`src/rtl/agi_pkg.sv`:
```
package agi_pkg;

    localparam int VALUE_WIDTH = 32;
    localparam int SHIFT_W     = $clog2(VALUE_WIDTH);

    typedef logic [VALUE_WIDTH-1:0] value_t;
    typedef logic [SHIFT_W-1:0]     shift_t;

    typedef enum logic [1:0] {
        ST_IDLE,
        ST_CALC,
        ST_VAL_OUT
    } agi_state_t;

endpackage

```
`src/rtl/agi_gcd_unit.sv`:
```
module agi_gcd_unit (
    input  logic            clk,
    input  logic            rst_n,
    input  logic            start,
    input  agi_pkg::value_t op_a,
    input  agi_pkg::value_t op_b,
    output logic            done,
    output agi_pkg::value_t result
);
    import agi_pkg::*;

    value_t a_reg, a_next;
    value_t b_reg, b_next;
    shift_t k_reg, k_next;
    logic   run_reg, run_next;

    logic [VALUE_WIDTH:0] diff;
    logic                 zero;

    assign diff   = {1'b0, a_reg} - {1'b0, b_reg};
    assign zero   = (a_reg == '0) || (b_reg == '0);
    assign done   = run_reg && zero;
    // one operand is zero here, so the OR is the other one
    assign result = (a_reg | b_reg) << k_reg;

    // binary gcd, one step a cycle
    always_comb
    begin
        a_next   = a_reg;
        b_next   = b_reg;
        k_next   = k_reg;
        run_next = run_reg;
        if (start)
        begin
            a_next   = op_a;
            b_next   = op_b;
            k_next   = '0;
            run_next = 1'b1;
        end
        else if (run_reg && !zero)
        begin
            if (!a_reg[0] && !b_reg[0])
            begin
                a_next = a_reg >> 1;
                b_next = b_reg >> 1;
                k_next = k_reg + shift_t'(1);
            end
            else if (!a_reg[0])
            begin
                a_next = a_reg >> 1;
            end
            else if (!b_reg[0])
            begin
                b_next = b_reg >> 1;
            end
            else if (!diff[VALUE_WIDTH])
            begin
                a_next = diff[VALUE_WIDTH-1:0];
            end
            else
            begin
                b_next = b_reg - a_reg;
            end
        end
    end

    always_ff @(posedge clk or negedge rst_n)
    begin
        if (!rst_n)
        begin
            run_reg <= 1'b0;
        end
        else
        begin
            run_reg <= run_next;
        end
    end

    always_ff @(posedge clk)
    begin
        a_reg <= a_next;
        b_reg <= b_next;
        k_reg <= k_next;
    end

endmodule

```
`src/rtl/adjacent_gcd_inserter_top.sv`:
```
// channel | signals                    | payload
// --------+----------------------------+---------------------------------------------
// in      | in_valid / in_ready        | value, end_of_list
// out     | out_valid / out_ready      | result_value, is_divisor, last_of_run, list_done
//
// First item of a list: accept, then emit. Later items: accept, then the shared
// binary gcd unit takes one step a cycle, then the gcd and then the element are
// emitted through the output register. Each subtract step that leaves no zero is
// followed by a halving step, which bounds the step count S below 4*VALUE_WIDTH;
// 0xFFFFFFFF with 0x7FFFFFFF takes 93 steps.
// Reset clears the previous-element flag and all handshake state.
// in_ready is high only in idle; a result waiting at the output does not block
// the next accept, and a stalled output holds the finished gcd or the element.
module adjacent_gcd_inserter_top (
    input  logic            clk,
    input  logic            rst_n,
    input  logic            in_valid,
    output logic            in_ready,
    input  agi_pkg::value_t value,
    input  logic            end_of_list,
    output logic            out_valid,
    input  logic            out_ready,
    output agi_pkg::value_t result_value,
    output logic            is_divisor,
    output logic            last_of_run,
    output logic            list_done
);
    import agi_pkg::*;

    agi_state_t state_reg, state_next;
    value_t     prev_reg, prev_next;
    logic       have_prev_reg, have_prev_next;
    value_t     cur_reg, cur_next;
    logic       eol_reg, eol_next;

    logic       out_valid_reg, out_valid_next;
    value_t     out_value_reg, out_value_next;
    logic       out_div_reg, out_div_next;
    logic       out_last_reg, out_last_next;
    logic       out_done_reg, out_done_next;

    logic       gcd_start;
    logic       gcd_done;
    value_t     gcd_result;
    logic       out_free;

    agi_gcd_unit u_gcd (
        .clk    (clk),
        .rst_n  (rst_n),
        .start  (gcd_start),
        .op_a   (prev_reg),
        .op_b   (value),
        .done   (gcd_done),
        .result (gcd_result)
    );

    assign out_free = !out_valid_reg || out_ready;

    always_comb
    begin
        state_next     = state_reg;
        prev_next      = prev_reg;
        have_prev_next = have_prev_reg;
        cur_next       = cur_reg;
        eol_next       = eol_reg;
        out_valid_next = out_valid_reg && !out_ready;
        out_value_next = out_value_reg;
        out_div_next   = out_div_reg;
        out_last_next  = out_last_reg;
        out_done_next  = out_done_reg;
        in_ready       = 1'b0;
        gcd_start      = 1'b0;
        case (state_reg)
            ST_IDLE:
            begin
                in_ready = 1'b1;
                if (in_valid)
                begin
                    cur_next       = value;
                    eol_next       = end_of_list;
                    prev_next      = end_of_list ? '0 : value;
                    have_prev_next = !end_of_list;
                    if (have_prev_reg)
                    begin
                        gcd_start  = 1'b1;
                        state_next = ST_CALC;
                    end
                    else
                    begin
                        state_next = ST_VAL_OUT;
                    end
                end
            end
            ST_CALC:
            begin
                if (gcd_done && out_free)
                begin
                    out_valid_next = 1'b1;
                    out_value_next = gcd_result;
                    out_div_next   = 1'b1;
                    out_last_next  = 1'b0;
                    out_done_next  = 1'b0;
                    state_next     = ST_VAL_OUT;
                end
            end
            ST_VAL_OUT:
            begin
                if (out_free)
                begin
                    out_valid_next = 1'b1;
                    out_value_next = cur_reg;
                    out_div_next   = 1'b0;
                    out_last_next  = 1'b1;
                    out_done_next  = eol_reg;
                    state_next     = ST_IDLE;
                end
            end
            default:
            begin
                state_next = ST_IDLE;
            end
        endcase
    end

    always_ff @(posedge clk or negedge rst_n)
    begin
        if (!rst_n)
        begin
            state_reg     <= ST_IDLE;
            have_prev_reg <= 1'b0;
            prev_reg      <= '0;
            out_valid_reg <= 1'b0;
        end
        else
        begin
            state_reg     <= state_next;
            have_prev_reg <= have_prev_next;
            prev_reg      <= prev_next;
            out_valid_reg <= out_valid_next;
        end
    end

    always_ff @(posedge clk)
    begin
        cur_reg       <= cur_next;
        eol_reg       <= eol_next;
        out_value_reg <= out_value_next;
        out_div_reg   <= out_div_next;
        out_last_reg  <= out_last_next;
        out_done_reg  <= out_done_next;
    end

    assign out_valid    = out_valid_reg;
    assign result_value = out_value_reg;
    assign is_divisor   = out_div_reg;
    assign last_of_run  = out_last_reg;
    assign list_done    = out_done_reg;

endmodule

```
`config.mk`:
```
export PLATFORM = sky130hd
export DESIGN_NAME = adjacent_gcd_inserter_top
export DESIGN_NICKNAME = d
export VERILOG_FILES = /design/src/rtl/agi_pkg.sv /design/src/rtl/agi_gcd_unit.sv /design/src/rtl/adjacent_gcd_inserter_top.sv
export SDC_FILE = /design/constraint.sdc
export NUM_CORES = 1
export LEC_CHECK = 0
export BUFFER_PORTS_ARGS = -buffer_cell sky130_fd_sc_hd__buf_4
export CAP_MARGIN = 10
export CORE_MARGIN = 8
export CORE_UTILIZATION = 60
export CTS_BUF_LIST = sky130_fd_sc_hd__clkbuf_8
export DETAILED_ROUTE_END_ITERATION = 12
export PLACE_DENSITY = 0.9
export SLEW_MARGIN = 5
export SYNTH_ARGS = -nofsm -noshare
export SYNTH_HDL_FRONTEND = slang
export SYNTH_SLANG_ARGS = --single-unit
```
`constraint.sdc`:
```
create_clock -name clk -period 10.9 [get_ports clk]
set_input_delay 0.545 -clock clk [delete_from_list [all_inputs] [get_ports clk]]
set_output_delay 0.545 -clock clk [all_outputs]
set_load 0.05 [all_outputs]
```
Word-level counts from Yosys, hierarchy flattened:

Cells that the tools add are included.

* logic and storage cells: 91
* input port bits: 37
* flip-flop bits (word level): 174

* eq/ne operators: 8
* bitwise operators: 1
* add/sub/neg operators: 3
* multiplexer cells: 36
* reductions and logical operators: 26
* shift-type cells: 1

Operator list (count)
* two-way mux 32 bit: 15
* zero test 32 bit: 2
* one-hot mux 32 bit (2 select lines): 1
* subtractor 32 x 32 -> 33 bit: 1
* OR 32 bit: 1
* left shift 32 x 5 -> 32 bit: 1
* subtractor 32 bit: 1
* != test 4 bit (second input constant): 3
* AND reduction 3 bit: 4
* two-way mux 1 bit: 11
* two-way mux 2 bit: 4
* one-hot mux 1 bit (2 select lines): 4
* zero test 1 bit: 6
* != test 2 bit (second input constant): 3
* one-hot mux 2 bit (3 select lines): 1
* AND reduction 2 bit: 3
* adder 5 x 1 -> 5 bit (second input constant): 1
* logical AND 1 bit: 5
* nonzero test 2 bit: 2
* nonzero test 3 bit: 1
* equality test 2 x 1 -> 1 bit (second input constant): 1
* equality test 2 bit (second input constant): 1
* zero test 2 bit: 1
* logical OR 1 bit: 2

Depth between registers and ports, before layout:

Gate-level depths: netlist of run 1.

* word-level depth: 7
* mapped depth: 15
* gate-level depth less buffers: 13

Modules after synthesis:

From an unflattened synthesis of run 1, not the netlist that was laid out.

* cell total of the unflattened synthesis: 1395
* area total of the unflattened synthesis: 13185.1 um2

By module, submodules not included
* agi_gcd_unit: instances 1, sequential area each 2047.0 um2, cells an instance 1122, area each 9126.3 um2
* adjacent_gcd_inserter_top: instances 1, sequential area each 2942.8 um2, cells an instance 273, area each 4058.9 um2

Worst setup path after synthesis of run 1:

OpenSTA, ideal clock, no wires.

* path kind: flip-flop to flip-flop
* from: register state_reg[0]
* to: register u_gcd.b_reg[10] (enable)
* cell stages (with the launch flop): 9
* path buffers: 1
* arrival time: 3.418 ns
* clock period less this slack: 3.811 ns
* slack: 7.089 ns
* path through: dfrtp_1 -> inv_1 -> ha_1 -> nand2_1 -> inv_1 -> nand2_1 -> clkbuf_1 -> o21ai_0 -> o31a_1

* cells in the longest elaborated chain, start to end: 4
* elaborated cells on any way between the ends: 6
* those cells by class: 1 x eq/ne; 1 x mux; 4 x reduce/logical

Ends and longest elaborated chain
* from (decl): line adjacent_gcd_inserter_top.sv:30 `agi_state_t state_reg, state_next;`
* from (signal assigned): line adjacent_gcd_inserter_top.sv:136 `state_reg <= state_next;`
* zero test 2 bit (*): line adjacent_gcd_inserter_top.sv:73 `case (state_reg)`
* two-way mux 1 bit (*): line adjacent_gcd_inserter_top.sv:73
* != test 4 bit (no source line), or another cell as far along
* AND reduction 3 bit (no source line) (*)
* to (signal assigned): line agi_gcd_unit.sv:82 `b_reg <= b_next;`
* to (decl): line agi_gcd_unit.sv:13 `value_t b_reg, b_next;`

Every way passes the cells marked *; elsewhere a longest branch is shown, timed or not.
A chain may end at the register's enable or synchronous reset.

Final worst setup path of run 1:

* from: register u_gcd.a_reg[0]
* to: register u_gcd.b_reg[28] (enable)

* cells in the longest elaborated chain, start to end: 6
* elaborated cells on any way between the ends: 11
* those cells by class: 1 x add/sub; 1 x eq/ne; 9 x reduce/logical

Ends and longest elaborated chain
* from (decl): line agi_gcd_unit.sv:12 `value_t a_reg, a_next;`
* from (signal assigned): line agi_gcd_unit.sv:81 `a_reg <= a_next;`
* branches (longest 5 deep; another with subtractor 32 x 32 -> 33 bit)
* AND reduction 3 bit (no source line) (*)

Every way passes the cells marked *.

==> run_results.csv, run 1 <==
group,metric,value,unit
status,outcome,"finished clean",
logic_synthesis,async_flop_share,0.213,
finish,drive_above_1_share,0.122,
detailed_routing,antenna_left,0,
placement,dp_hpwl,32900,µm
clocking,cts_buffers,17,
logic_synthesis,synth_commonest_cells,"nor2_1, nand2_1, edfxtp_1",
sta,finalSetupViolCount,0,
critical_path,crit_fanout,25,
placement,io_buffers,73,
placement,place_congestion,0.990,
detailed_routing,met1_length,15800,µm
clocking,cts.path.max_buffers,2,
detailed_routing,wl_per_cell,24.1,µm
critical_path,critPathLaunchType,"flip-flop",
sta,fin_tns_setup,0,ns
floorplan,die-area,0.0269,mm²
sta,grt_setup_unrepaired,"no",
detailed_routing,route.met2.wl,20000,µm
grt,overflow,0,
logic_synthesis,ys_ff_latch,174,
logic_synthesis,synth_edf_count,132,
logic_synthesis,syn-cell-area,0.0132,mm²
logic_synthesis,synth_cell_type_count,80,
sta,drv_slew,0,
critical_path,cpMostUsedCell,"inv_1",
grt,grt_pass1_vias,11200,
critical_path,path_cells,"inv_1 > ha_1 > inv_1 > fa_1 > nor2b_1 > o211ai_1 > a21oi_1 > a211o_1 > a31oi_1 > o21ai_1 > inv_1 > o31a_1 > buf_4",
logic_synthesis,synthTopCellsByArea,"edfxtp_1, ha_1, dfrtp_1, a21oi_1, nor2_1",
clocking,cts_hold_buffers,0,
clocking,cts_tree,"yes",
floorplan,initial_core_util,0.607,
detailed_routing,wl_met3,4260,µm
detailed_routing,drc_errors,0,
logic_synthesis,netlist_instances,1458,
detailed_routing,first_iter_violations,1647,
clocking,clk_pin_slew_worst_paths,0.10,ns
detailed_routing,firstDrtPassIters,6,
finish,antenna_cells,0,
logic_synthesis,yosys_warnings,0,
worst_hold_path,holdCritPathClass,"input port to async pin",
finish,num-nets-final,1617,
floorplan,die_width,164,µm
clocking,root_buffer,"clkbuf_8",
critical_path,crit_required,11.04,ns
detailed_routing,vias_per_cell,6.62,
sta,tightest_slew,1.14,ns
clocking,cts_sinks,174,
run,cap_violations,0,
floorplan,die_h,164,µm
grt,antenna_found_initial,0,
sta,fin_skew,0.0157,ns
critical_path,slowest_stage,"edfxtp_1",
detailed_routing,highest_layer,"met4",
detailed_routing,route.final.wire_length,42600,µm
grt,track_usage,0.313,
logic_synthesis,synth.avg_cell_area,9.03,µm²
logic_synthesis,syn_nets,1598,
detailed_routing,vias,11700,
floorplan,coreArea,0.0217,mm²
floorplan,num_rows,54,
grt,grt_pass1_wl,64400,µm
finish,area_growth,7.88,%
logic_synthesis,synth_top_area_cell,"edfxtp_1",
critical_path,slowest_delay,0.54,ns
clocking,clock_latency,0.48,ns
critical_path,arrival,4.65,ns
critical_path,end_kind,"flip-flop",
clocking,htreeDepth,4,
critical_path,r2r_setup_slack,6.40,ns
logic_synthesis,synth_most_common_cell,"nor2_1",
grt,grt_max_degree,68,
sta,fmax,0.222,GHz
floorplan,pin_count,74,
critical_path,critPathKind,"flip-flop to flip-flop",
logic_synthesis,synthFlopType,"edfxtp_1",
logic_synthesis,yosysSeqAreaShare,0.379,
clocking,post-cts-setup-buffer-count,0,
clocking,cts_resized,0,
sta,period_share,0.413,
sta,hold_viol_final,0,
sta,slew-limit-headroom,0.232,
sta,fin_crit,4.50,ns
logic_synthesis,synth_top_cell_area_share,0.301,
cells by family (layout without fill, tap and decap cells):
family,after synthesis,count (layout),share of synthesized area
flops,174,174,0.379
simple gates,470,470,0.168
xor+xnor,60,60,0.0399
buf+inv,197,229,0.0637
mux,52,52,0.0500
compound gates,402,402,0.201
fa+ha+maj,103,103,0.0990
path summary, 6_finish.rpt:
kind,start,to,cells after the start
max,u_gcd.a_reg[0],u_gcd.b_reg[28],13
max in group asynchronous,rst_n,prev_reg[16],1
min in group clk,value[4],cur_reg[4],1
max reg2reg,u_gcd.a_reg[0],u_gcd.b_reg[28],13
min reg2reg,prev_reg[16],prev_reg[16],2
min,rst_n,prev_reg[21],1
critical path: cells and delay by family (launching register included):
family          cells  cell delay [ns]
compound gates      6             1.91
fa+ha+maj           2             0.65
buf+inv             4             0.88
flops               1             0.54
simple gates        1             0.17
cell usage in the layout, fill, tap and decap left out, drive strengths merged, types with 7 or more instances in the layout:
master	synthesis	routed
a211oi	9	9
a21o	7	7
a21oi	122	122
a221oi	38	38
a22o	12	12
and3	12	12
buf	20	85
clkbuf	63	17
dfrtp	37	37
edfxtp	132	132
ha	101	101
inv	111	119
mux2	10	10
mux2i	32	32
mux4	10	10
nand2	141	141
nand2b	43	43
nand3	9	9
nand4	10	10
nor2	151	151
nor2b	27	27
nor3	25	25
nor4	26	26
o211ai	8	8
o21ai	129	129
o21bai	14	14
o22ai	11	11
o31ai	9	9
xnor2	56	56
through the flow:
stage | hold slack (ns) | area (µm²) | cells | worst slack [ns] | util
after floorplan | 0.249 | 13200 | 1458 | 7.09 | -
after global placement | 0.466 | 13700 | 1737 | 6.74 | 0.634
after detailed placement | 0.472 | 13700 | 1737 | 6.58 | 0.634
after CTS | 0.0487 | 14200 | 1769 | 6.54 | 0.654
after global routing | 0.0703 | 14200 | 1770 | 6.19 | 0.655
final | 0.0516 | 14200 | 1770 | 6.40 | 0.655
per-layer routing:
layer  GRT usage  up-vias
met3      0.0584      176
li1            -     5217
met2       0.508      773
met4       0.176        0
met5           0        -
met1       0.388     5543
final cells by class:
class                           instances  area [µm²]
Clock buffer                           17         234
Tap cell                              280         350
Clock inverter                         15         206
Fill cell                            1724        7480
Inverter                              112         420
Sequential cell                       174        4990
Multi-Input combinational cell       1087        7360
Timing Repair Buffer                   85         646
Power of run 1 is left out: the tool's default activity adds up to more than one toggle a clock period on the data nets, which glitch-free logic cannot reach.
==> inputs of run 2 (changes only) <==
CORE_UTILIZATION = 58   (was 60)
clock period = 4.1 ns   (was 10.9 ns; I/O delays follow)
==> run_results.csv, run 2 (synthesized netlist as in run 1, its figures left out) <==
group,metric,value,unit
critical_path,crit_path_start,"u_gcd.b_reg[0]",
finish,num-nets-final,1672,
placement,place_ws,0.349,ns
sta,fin_skew,0.0249,ns
critical_path,rr_worst_depth,13,
worst_hold_path,holdCritPathClass,"input port to flip-flop",
grt,grt_pass1_wl,67600,µm
critical_path,timing.rr.start,"u_gcd.b_reg[0]",
sta,setup_ws,0.270,ns
critical_path,critPathLaunchType,"flip-flop",
detailed_routing,antenna_left,0,
critical_path,r2r_end,"u_gcd.b_reg[31]",
finish,mostFrequentLayoutCells,"nor2_1, nand2_1, edfxtp_1",
critical_path,crit_required,4.41,ns
floorplan,coreArea,0.0224,mm²
sta,drv_slew,0,
sta,finalSetupViolCount,0,
sta,hold_viol_final,0,
sta,grt_setup_unrepaired,"no",
critical_path,path_cells,"ha_1 > inv_1 > fa_1 > nor2b_1 > o211ai_1 > a21oi_1 > a211o_1 > a31oi_2 > o21ai_1 > nor2_1 > buf_4 > nand2_1 > o31ai_1",
sta,slew-limit-headroom,0.270,
critical_path,arrival,4.14,ns
critical_path,crit_end,"u_gcd.b_reg[31]",
critical_path,crit_buf_inv,2,
grt,antenna_found_initial,0,
grt,track_usage,0.314,
clocking,cts.path.max_buffers,2,
floorplan,die-area,0.0278,mm²
clocking,clk_pin_slew_worst_paths,0.10,ns
placement,dpl_cell_area,0.0140,mm²
run,cap_violations,0,
critical_path,r2r_setup_slack,0.27,ns
finish,area_growth,11.6,%
critical_path,slowest_stage,"edfxtp_1",
finish,stdcell_area,0.0147,mm²
placement,io_buffers,73,
critical_path,path_depth,13,
detailed_routing,vias,12200,
sta,tightest_slew,1.09,ns
critical_path,critPathKind,"flip-flop to flip-flop",
detailed_routing,firstDrtPassIters,6,
worst_hold_path,hold_path_depth,4,
critical_path,crit_fanout,9,
sta,period_share,0.934,
detailed_routing,first_iter_violations,1661,
clocking,htreeDepth,4,
sta,fmax,0.261,GHz
detailed_routing,drc_errors,0,
floorplan,initial_core_util,0.587,
clocking,cts_buffers,17,
sta,fin_tns_setup,0,ns
clocking,clock_latency,0.49,ns
grt,overflow,0,
floorplan,die_width,167,µm
grt,grt_max_degree,67,
sta,fin_crit,3.83,ns
clocking,cts_tree,"yes",
critical_path,slowest_delay,0.52,ns
floorplan,die_h,167,µm
grt,grt_pass1_vias,11800,
detailed_routing,wl_per_cell,24.2,µm
critical_path,end_kind,"flip-flop",
status,outcome,"finished clean",
placement,dp_hpwl,33600,µm
clocking,root_buffer,"clkbuf_8",
detailed_routing,vias_per_cell,6.69,
finish,antenna_cells,0,
clocking,cts_sinks,174,
finish,drive_above_1_share,0.133,
finish,final_common_cell,"nor2_1",
finish,fillCellCount,1687,
placement,place_congestion,1.02,
floorplan,pin_count,74,
detailed_routing,route.final.wire_length,44300,µm
critical_path,crit_family,"compound AO/OA/AOI/OAI gates",
floorplan,num_rows,55,
==> run 2: changes by cell type in the layout (fill, tap and decap cells not counted), moves of 2 or more <==
| cell | delta |
|---|---|
| inv_4 | +2 |
| dlygate4sd3_1 | +33 |
| buf_4 | +21 |
| buf_12 | +2 |
| bufinv_16 | -2 |
==> run 2: cell type report <==
type	instances	area, µm²	area share
clock buffers	18	248	0.0169
clock inverters	14	149	0.0101
inverters	112	420	0.0286
multi-input cells	1087	7370	0.501
flip-flops and latches	174	4990	0.340
well taps	285	357	0.0243
repair buffers	140	1160	0.0789
==> run 2: worst min-delay path by stage <==
stage                         from       endpoint  slack [ns]
after floorplan              rst_n  have_prev_reg       -0.09
after global placement       rst_n    prev_reg[0]        0.21
after detailed placement     rst_n    prev_reg[9]        0.21
after CTS                 in_valid   state_reg[1]      0.0005
after global routing      in_valid   state_reg[1]        0.04
final                     in_valid   state_reg[1]        0.02
==> run 2: what timing repair did <==
| action | CTS | global route |
|---|---|---|
| endpoints found under the setup margin | 0 | 3 |
| endpoints found under the hold margin | 82 | 0 |
| setup buffers | 0 | 0 |
| hold buffers | 33 | 0 |
| resized for setup | 0 | 2 |
==> run 2: routing by layer <==
layer / routed length, µm / vias to the layer above / track usage
met2: 20000 / 962 / 0.497
met5: 0 / - / 0
li1: - / 5350 / -
met1: 16000 / 5722 / 0.376
met4: 3420 / 0 / 0.213
met3: 4950 / 214 / 0.0752
==> run 2: worst reg2reg max path: stages, from the launching register on <==
cell and delay [ns]:
edfxtp_1 0.52, ha_1 0.23, inv_1 0.06, fa_1 0.45, nor2b_1 0.16, o211ai_1 0.29, a21oi_1 0.15, a211o_1 0.38
a31oi_2 0.28, o21ai_1 0.20, nor2_1 0.24, buf_4 0.20, nand2_1 0.22, o31ai_1 0.30
==> run 2: metrics by stage <==
step	instances	utilization	hold WS [ns]
floorplan	1458	-	-0.0906
global placement	1765	0.622	0.207
detailed placement	1765	0.622	0.206
CTS	1830	0.654	0.000521
global route	1830	0.655	0.0351
finish	1830	0.655	0.0220
Power of run 2 is left out for the same reason.
